===== src/sv/hcs_pkg.sv =====
package hcs_pkg;
    localparam int NUM_BINS = 256;
    localparam int CNT_W = 21;
    localparam int MAX_PIXELS = 1048576;
    localparam logic [CNT_W-1:0] BIN_LIMIT =
        (MAX_PIXELS < (1 << CNT_W) - 1) ? CNT_W'(MAX_PIXELS) : {CNT_W{1'b1}};

    typedef enum logic [1:0] {
        CMD_CLEAR = 2'd0,
        CMD_COUNT = 2'd1,
        CMD_MAP   = 2'd2,
        CMD_NONE  = 2'd3
    } t_cmd;

    typedef enum logic [3:0] {
        ST_INIT,
        ST_IDLE,
        ST_CLEAR,
        ST_CNT_RD,
        ST_CNT_WAIT,
        ST_CNT_WR,
        ST_SCAN,
        ST_SCAN_END,
        ST_DIV,
        ST_OUT
    } t_state;

    typedef struct packed {
        logic clr_en;       // write zero at sweep address, advance
        logic sweep_start;  // reset sweep address
        logic cnt_rd;       // read bin of latched pixel
        logic cnt_wr;       // write incremented bin
        logic scan_rd;      // read at sweep address, advance
        logic scan_start;   // clear bound registers
        logic div_start;
        logic out_load;
        logic latch_in;
    } t_cmd_bus;

    typedef struct packed {
        logic sweep_done;
        logic scan_done;
        logic div_done;
    } t_status;
endpackage


===== src/sv/hcs_ctrl.sv =====
module hcs_ctrl (
    input  logic             i_clk,
    input  logic             i_rst_n,
    input  logic             i_valid,
    input  logic [1:0]       i_command,
    input  logic             i_cfg_write,
    input  logic             i_out_busy,
    input  hcs_pkg::t_status i_status,
    output logic             o_stall,
    output hcs_pkg::t_cmd_bus o_cmd
);
    hcs_pkg::t_state r_state, n_state;
    logic r_current, n_current;
    logic acc;

    assign acc = i_valid && !o_stall;

    always_ff @(posedge i_clk) begin
        if (!i_rst_n) begin
            r_state   <= hcs_pkg::ST_INIT;
            r_current <= 1'b0;
        end else begin
            r_state   <= n_state;
            r_current <= n_current;
        end
    end

    always_comb begin
        n_state   = r_state;
        n_current = r_current;
        if (i_cfg_write) begin
            n_current = 1'b0;
        end
        case (r_state)
            hcs_pkg::ST_INIT: begin
                if (i_status.sweep_done) n_state = hcs_pkg::ST_IDLE;
            end
            hcs_pkg::ST_IDLE: begin
                if (acc) begin
                    case (hcs_pkg::t_cmd'(i_command))
                        hcs_pkg::CMD_CLEAR: begin
                            n_state = hcs_pkg::ST_CLEAR;
                            n_current = 1'b0;
                        end
                        hcs_pkg::CMD_COUNT: begin
                            n_state = hcs_pkg::ST_CNT_RD;
                            n_current = 1'b0;
                        end
                        hcs_pkg::CMD_MAP: begin
                            n_state = r_current ? hcs_pkg::ST_SCAN_END : hcs_pkg::ST_SCAN;
                        end
                        default: n_state = hcs_pkg::ST_IDLE;
                    endcase
                end
            end
            hcs_pkg::ST_CLEAR: begin
                if (i_status.sweep_done) n_state = hcs_pkg::ST_IDLE;
            end
            hcs_pkg::ST_CNT_RD:   n_state = hcs_pkg::ST_CNT_WAIT;
            hcs_pkg::ST_CNT_WAIT: n_state = hcs_pkg::ST_CNT_WR;
            hcs_pkg::ST_CNT_WR:   n_state = hcs_pkg::ST_IDLE;
            hcs_pkg::ST_SCAN: begin
                if (i_status.sweep_done) n_state = hcs_pkg::ST_SCAN_END;
            end
            hcs_pkg::ST_SCAN_END: begin
                if (i_status.scan_done) begin
                    n_state = hcs_pkg::ST_DIV;
                    n_current = 1'b1;
                end
            end
            hcs_pkg::ST_DIV: begin
                if (i_status.div_done) n_state = hcs_pkg::ST_OUT;
            end
            hcs_pkg::ST_OUT: begin
                if (!i_out_busy) n_state = hcs_pkg::ST_IDLE;
            end
            default: n_state = hcs_pkg::ST_INIT;
        endcase
    end

    always_comb begin
        o_stall = (r_state != hcs_pkg::ST_IDLE);
        o_cmd = '0;
        o_cmd.latch_in = acc;
        case (r_state)
            hcs_pkg::ST_INIT:  o_cmd.clr_en = 1'b1;
            hcs_pkg::ST_IDLE: begin
                o_cmd.sweep_start = 1'b1;
            end
            hcs_pkg::ST_CLEAR:    o_cmd.clr_en = 1'b1;
            hcs_pkg::ST_CNT_RD:   o_cmd.cnt_rd = 1'b1;
            hcs_pkg::ST_CNT_WR:   o_cmd.cnt_wr = 1'b1;
            hcs_pkg::ST_SCAN:     o_cmd.scan_rd = 1'b1;
            hcs_pkg::ST_SCAN_END: o_cmd.div_start = i_status.scan_done;
            hcs_pkg::ST_DIV:      o_cmd.out_load = i_status.div_done;
            default: ;
        endcase
        if (r_state == hcs_pkg::ST_IDLE && acc && !r_current &&
            i_command == hcs_pkg::CMD_MAP) begin
            o_cmd.scan_start = 1'b1;
        end
    end
endmodule


===== config.mk =====
export PLATFORM = sky130hd
export DESIGN_NAME = hcs_ctrl
export DESIGN_NICKNAME = d
export VERILOG_FILES = /design/src/sv/hcs_pkg.sv /design/src/sv/hcs_ctrl.sv
export SDC_FILE = /design/constraint.sdc
export NUM_CORES = 1
export LEC_CHECK = 0
export ABC_CLOCK_PERIOD_IN_PS = 1300
export BUFFER_PORTS_ARGS = -buffer_cell sky130_fd_sc_hd__buf_2
export CAP_MARGIN = 10
export CELL_PAD_IN_SITES_DETAIL_PLACEMENT = 0
export CELL_PAD_IN_SITES_GLOBAL_PLACEMENT = 1
export CORE_AREA = 2 2 45 47
export DETAILED_ROUTE_END_ITERATION = 12
export DIE_AREA = 0 0 47 49
export PLACE_DENSITY_LB_ADDON = 0.1
export SLEW_MARGIN = 20
export SYNTH_ARGS = -nofsm -noshare
export SYNTH_HDL_FRONTEND = slang
export SYNTH_SLANG_ARGS = --single-unit
export TNS_END_PERCENT = 30

===== constraint.sdc =====
create_clock -name i_clk -period 1.3 [get_ports i_clk]
set_input_delay 0.325 -clock i_clk [delete_from_list [all_inputs] [get_ports i_clk]]
set_output_delay 0.325 -clock i_clk [all_outputs]
set_load 0.05 [all_outputs]

==> impl_metrics.tcl, run 1 <==
set metrics [dict create \
    fmax_mhz 630 \
    dieArea_mm2 0.00230 \
    worst_ir_drop_vdd_uv 772 \
    leakagePower_uw 0.000421 \
    clk_path_buf_depth 2 \
    violations "negative setup slack" \
    path_max_fanout 6 \
    rsz0062_at_grt "yes" \
    cp_data_required_time_ns 0.98 \
    synth_compound_area_frac 0.204 \
    clock-sinks 5 \
    place_ws_ns -0.138 \
    rows 16 \
    syn-num-nets 69 \
    yosys-top-cells-count "nor2_1 (6), dfxtp_1 (5), nand2_1 (4)" \
    netlist_instances 59 \
    timing.reg2reg.setup_slack_ns -0.11 \
    r2r_cells 5 \
    avgViaCountPerCell 4.47 \
    io_pins 20 \
    synth_top_area_frac 0.209 \
    core_area_mm2 0.00184 \
    root_buffer "clkbuf_4" \
    finalWorstSetupSlack_ns -0.287 \
    port_buffers 19 \
    layout.nets 110 \
    synth_seq_area_share 0.209 \
    fin_crit_ns 1.59 \
    syn_area_um2 478 \
    async_flop_share 0 \
    cts.htree.levels 1 \
    drive_gt1_frac 0.667 \
    drv_cap 0 \
    synth_most_common_cell "nor2_1" \
    cp_cell_sequence "and2b_1 > nand3_2 > nor3b_4 > buf_6" \
    holdCritStartpoint "i_rst_n" \
    fin_crit_sh 1.22 \
    tightest_slew_ns 0.319 \
    vias 563 \
    critPathSlowestCell "dfxtp_4" \
    antenna_found_initial 0 \
    p_sw_uw 604 \
    synth_xor_area_frac 0 \
    setup_viol 13 \
    critPathCaptureType "primary output" \
    start_kind "flop" \
    grt.overflow.total 0 \
    pwr-share-clk 0.138 \
    dr.pass1.iters 5 \
    routabilityCongestion 0.745 \
    insertion_delay_ns 0.24 \
    hold_path_end "r_current" \
    die_y_um 49 \
    cts_tree "done" \
    hold_violations 0 \
    grt_pass1_wl_mm 2.26 \
    crit_family "simple AND/OR/NAND/NOR gates" \
    utilization 0.511 \
    stdcell_area_um2 941 \
    slew_viol_final 0 \
    grt_max_degree 9 \
    cpPeakStageDelay_ns 0.35 \
    holdBufCountCts 0 \
    synth_top_family_by_area "simple AND/OR/NAND/NOR gates" \
    die_w_um 47 \
    relSlewSlack 0.782 \
    clock_skew_ns 0.00514 \
    yosysTopAreaCell "dfxtp_1" \
    start_util 0.260 \
    placedInstanceArea_um2 768 \
    reg2reg_to "r_state[1]" \
    worstHoldPathCells 2 \
    ant_nets 0 \
    yosys_most_used_dff "dfxtp_1" \
    grt_pass1_vias 541 \
    synth.avg_cell_area_um2 8.10 \
    p_per_area_mw_per_mm2 1400 \
    synth_area_leaders "dfxtp_1 (21%), and4bb_1 (5.2%), buf_6 (4.7%)" \
    hpwl_mm 1.10 \
    ys_seq_elements 5 \
    drt_wl_total_mm 1.36 \
    worst-setup-path-type "reg -> out" \
    area_delta_synth_final_pct 96.9 \
    num_antenna_cells 0 \
    internal-power_uw 711 \
    synth_edf_count 0 \
    r2r-start "r_state[3]" \
    track_usage 0.136 \
    swShare 0.459 \
    wl_per_cell_um 10.8 \
    hp-class "in -> reg" \
    cts_made_buffers 3 \
    critPathBufInv 1 \
    yosysWarningCount 0 \
    synth-simple-area-share 0.406 \
    synth_cell_types 34 \
    arrival_ns 1.26 \
    pwr-share-comb 0.679 \
    status "finished, violations left" \
    initialDrtViolationCount 18 \
    synth_fa_ha_area_frac 0 \
    sequentialPowerShare 0.183 \
    cts.clk_slew.worst_paths_ns 0.05 \
    drc 0 \
    synth.area.mux_share 0.0733 \
]
==> worst reg2reg max path: stages, from the launching register on <==
cell and delay [ns]:
dfxtp_4 0.35, buf_4 0.13, mux2_4 0.28, o22a_1 0.19, o21ai_4 0.18, mux2i_1 0.19
==> cells in the final DEF, fill, tap and decap left out, types with 3 or more instances in the layout <==
cell type / n
buf_4: 20
buf_2: 9
buf_6: 9
nor2_4: 5
nand2_1: 4
nor2b_1: 3
o21ai_0: 3
clkbuf_4: 3
buf_8: 3
dfxtp_4: 3
==> cell families (layout without fill, tap and decap cells) <==
kind of cell,count (synthesis),count (layout)
AOI/OAI and AO/OA,13,13
muxes,3,3
DFF,5,5
buffers and inverters,8,48
and+or+nand+nor,30,30
==> layer usage <==
layer	GRT usage	wire length [µm]	share of wire
met2	0.199	649	0.48
met4	0.0926	19	0.014
met5	0	0	0
met1	0.166	656	0.48
met3	0.0370	36	0.026
==> timing repair <==
item / CTS / global route
gates cloned: 0 / 0
endpoints found under the setup margin: 13 / 14
pin swaps: 5 / 2
hold endpoints to repair: 0 / 0
setup buffers: 1 / 1
resized for setup: 32 / 10
==> layout make-up <==
cell class | instances | area (µm²)
fill | 181 | 901
multi-input combinational | 46 | 413
timing repair buffer | 41 | 342
sequential | 5 | 113
tap | 27 | 33.8
clock buffer | 4 | 26.3
inverter | 3 | 13.8
==> flip-flops by register name, indices dropped and copies added (netlist names) <==
name       count
r_current      1
r_state        4
==> worst max path at each step <==
| stage | start | end | slack [ns] | cells after the start |
|---|---|---|---|---|
| after floorplan | r_state[1] | o_stall | -0.35 | 3 |
| after global placement | r_state[1] | o_cmd[3] | -0.14 | 4 |
| after detailed placement | r_state[0] | o_cmd[3] | -0.14 | 4 |
| after CTS | r_state[3] | o_cmd[3] | -0.28 | 4 |
| after global routing | r_state[3] | o_cmd[3] | -0.33 | 4 |
| final | r_state[3] | o_cmd[3] | -0.29 | 4 |
==> power groups by stage <==
| stage | clock network (µW) | logic [µW] | registers, µW |
|---|---|---|---|
| after global routing | 196 | 950 | 248 |
| after floorplan | 0 | 540 | 206 |
| final | 182 | 893 | 241 |
| after CTS | 187 | 830 | 241 |
| after detailed placement | 0 | 712 | 235 |
| after global placement | 0 | 718 | 234 |
==> metrics by stage <==
step	total power, µW	setup TNS [ns]	std cells	hold WS (ns)
6_report	1320	-2.12	126	0.392
5_1_grt	1390	-2.74	126	0.391
4_1_cts	1260	-2.27	125	0.384
3_5_place_dp	947	-0.885	120	0.640
3_3_place_gp	952	-0.941	120	0.630
2_1_floorplan	746	-2.15	59	0.442
(Power assumes the default switching activity.)
==> inputs of run 2 (changes only) <==
--- a/config.mk
+++ b/config.mk
@@ -14,6 +14,8 @@
 export DETAILED_ROUTE_END_ITERATION = 12
 export DIE_AREA = 0 0 47 49
 export PLACE_DENSITY_LB_ADDON = 0.1
+export RECOVER_POWER = 100
+export SKIP_LAST_GASP = 1
 export SLEW_MARGIN = 20
 export SYNTH_ARGS = -nofsm -noshare
 export SYNTH_HDL_FRONTEND = slang
==> run 2 against run 1 <==
  * Highest routed layer unchanged
  * The flow still finishes with violations (negative setup slack)
  * Via count increased by 0.53%
  * Cell area is 8.0% lower
  * Critical path depth did not move
  * Maximum frequency fell by 0.30%
  * Largest cell class unchanged
  * Critical path type unchanged
  * Hold slack is essentially flat
==> impl_metrics.tcl, run 2 (synthesis results as in run 1) <==
set metrics [dict create \
    core_area_mm2 0.00184 \
    seq_area_um2 113 \
    layout_commonest_cell "buf_4" \
    path_max_fanout 6 \
    place_inst 120 \
    clock-sinks 5 \
    port_buffers 19 \
    vias 566 \
    rows 16 \
    hpwl_mm 1.10 \
    pwr-share-clk 0.155 \
    io_pins 20 \
    die_y_um 49 \
    grt.overflow.total 0 \
    drive_gt1_frac 0.622 \
    holdBufCountCts 0 \
    holdCritStartpoint "i_rst_n" \
    drv_cap 0 \
    internal-power_uw 622 \
    power_uw 1180 \
    reg_top3 "r_state (4), r_current (1)" \
    clock_skew_ns 0.00521 \
    track_usage 0.138 \
    layout.nets 109 \
    initialDrtViolationCount 10 \
    num_antenna_cells 0 \
    routabilityCongestion 0.745 \
    drc 0 \
    tightest_slew_ns 0.322 \
    critPathCaptureType "primary output" \
    r2r_cells 5 \
    p_sw_uw 556 \
    cts.clk_slew.worst_paths_ns 0.05 \
    hp-class "in -> reg" \
    hold_violations 0 \
    clk_path_buf_depth 2 \
    final_cell_mix "buf_4 (22), buf_2 (12), buf_6 (5)" \
    instances_no_fill 125 \
    fillers 188 \
    setup_viol 13 \
    cts_tree "done" \
    fmax_mhz 628 \
    worstHoldPathCells 2 \
    fin_crit_ns 1.59 \
    antenna_found_initial 0 \
    finalWorstSetupSlack_ns -0.292 \
    r2r-start "r_state[3]" \
    status "finished, violations left" \
    timing.reg2reg.setup_slack_ns -0.14 \
    grt_pass1_vias 551 \
    area_delta_synth_final_pct 81.2 \
    worst_ir_drop_vdd_uv 696 \
    reg2reg_to "r_state[1]" \
    hold_path_end "r_current" \
    cts_made_buffers 3 \
    ant_nets 0 \
    pwr-share-comb 0.641 \
    violations "negative setup slack" \
    avgViaCountPerCell 4.53 \
    utilization 0.470 \
    regMostFlops "r_state" \
    sequentialPowerShare 0.204 \
    cts.htree.levels 1 \
    tns_ns -2.47 \
    start_util 0.260 \
    swShare 0.472 \
    die_w_um 47 \
    fin_crit_sh 1.22 \
    dr.pass1.iters 4 \
    slew_viol_final 0 \
    dieArea_mm2 0.00230 \
    wl_per_cell_um 10.9 \
    arrival_ns 1.27 \
    worst-setup-path-type "reg -> out" \
    leakagePower_uw 0.000404 \
    multi_input_area_um2 385 \
    relSlewSlack 0.780 \
    cp_data_required_time_ns 0.98 \
    insertion_delay_ns 0.24 \
    rsz0062_at_grt "yes" \
    start_kind "flop" \
    drt_wl_total_mm 1.37 \
    largest_register_ffs 4 \
    root_buffer "clkbuf_4" \
    grt_pass1_wl_mm 2.30 \
    grt_max_degree 9 \
    p_per_area_mw_per_mm2 1360 \
]
[run 2: area by class of cell]
type / instances / area share
Inverter: 3 / 0.0130
Sequential cell: 5 / 0.130
Multi-Input combinational cell: 46 / 0.445
Tap cell: 27 / 0.0390
Timing Repair Buffer: 40 / 0.342
Clock buffer: 4 / 0.0303
[run 2: repair_timing]
| item | 4_1_cts | 5_1_grt |
|---|---|---|
| setup buffers | 1 | 0 |
| setup endpoints to repair | 13 | 14 |
| resized for setup | 14 | 8 |
| pin swaps | 1 | 1 |
[run 2: per-stage QoR]
stage	hold WS, ns	setup slack [ns]	area, µm²
floorplan	0.442	-0.346	538
global placement	0.630	-0.138	768
detailed placement	0.640	-0.138	768
CTS	0.384	-0.281	840
global route	0.391	-0.340	866
finish	0.392	-0.292	866
[run 2: worst max-delay path by stage]
stage	cells past startpoint	start	endpoint
after global placement	4	r_state[1]	o_cmd[3]
final	4	r_state[3]	o_cmd[3]
after floorplan	3	r_state[1]	o_stall
after CTS	4	r_state[3]	o_cmd[3]
after global routing	4	r_state[3]	o_cmd[3]
after detailed placement	4	r_state[0]	o_cmd[3]
[run 2: critical path: stages, from the launching register on]
cell     delay, ns
dfxtp_4       0.35
and2b_1       0.20
nand3_2       0.09
nor3b_4       0.20
buf_6         0.18
[run 2: power groups by stage]
stage               combinational, µW  clock, µW  sequential (µW)
global placement                  718          0              234
finish                            755        182              240
detailed placement                712          0              235
global route                      811        196              247
floorplan                         540          0              206
CTS                               748        187              237
[run 2: layer usage]
metal / track usage / up-vias / share of wire
met3: 0.0370 / 2 / 0.033
li1: - / 291 / -
met1: 0.178 / 256 / 0.47
met2: 0.194 / 17 / 0.48
met5: 0 / - / 0
met4: 0.0926 / 0 / 0.018
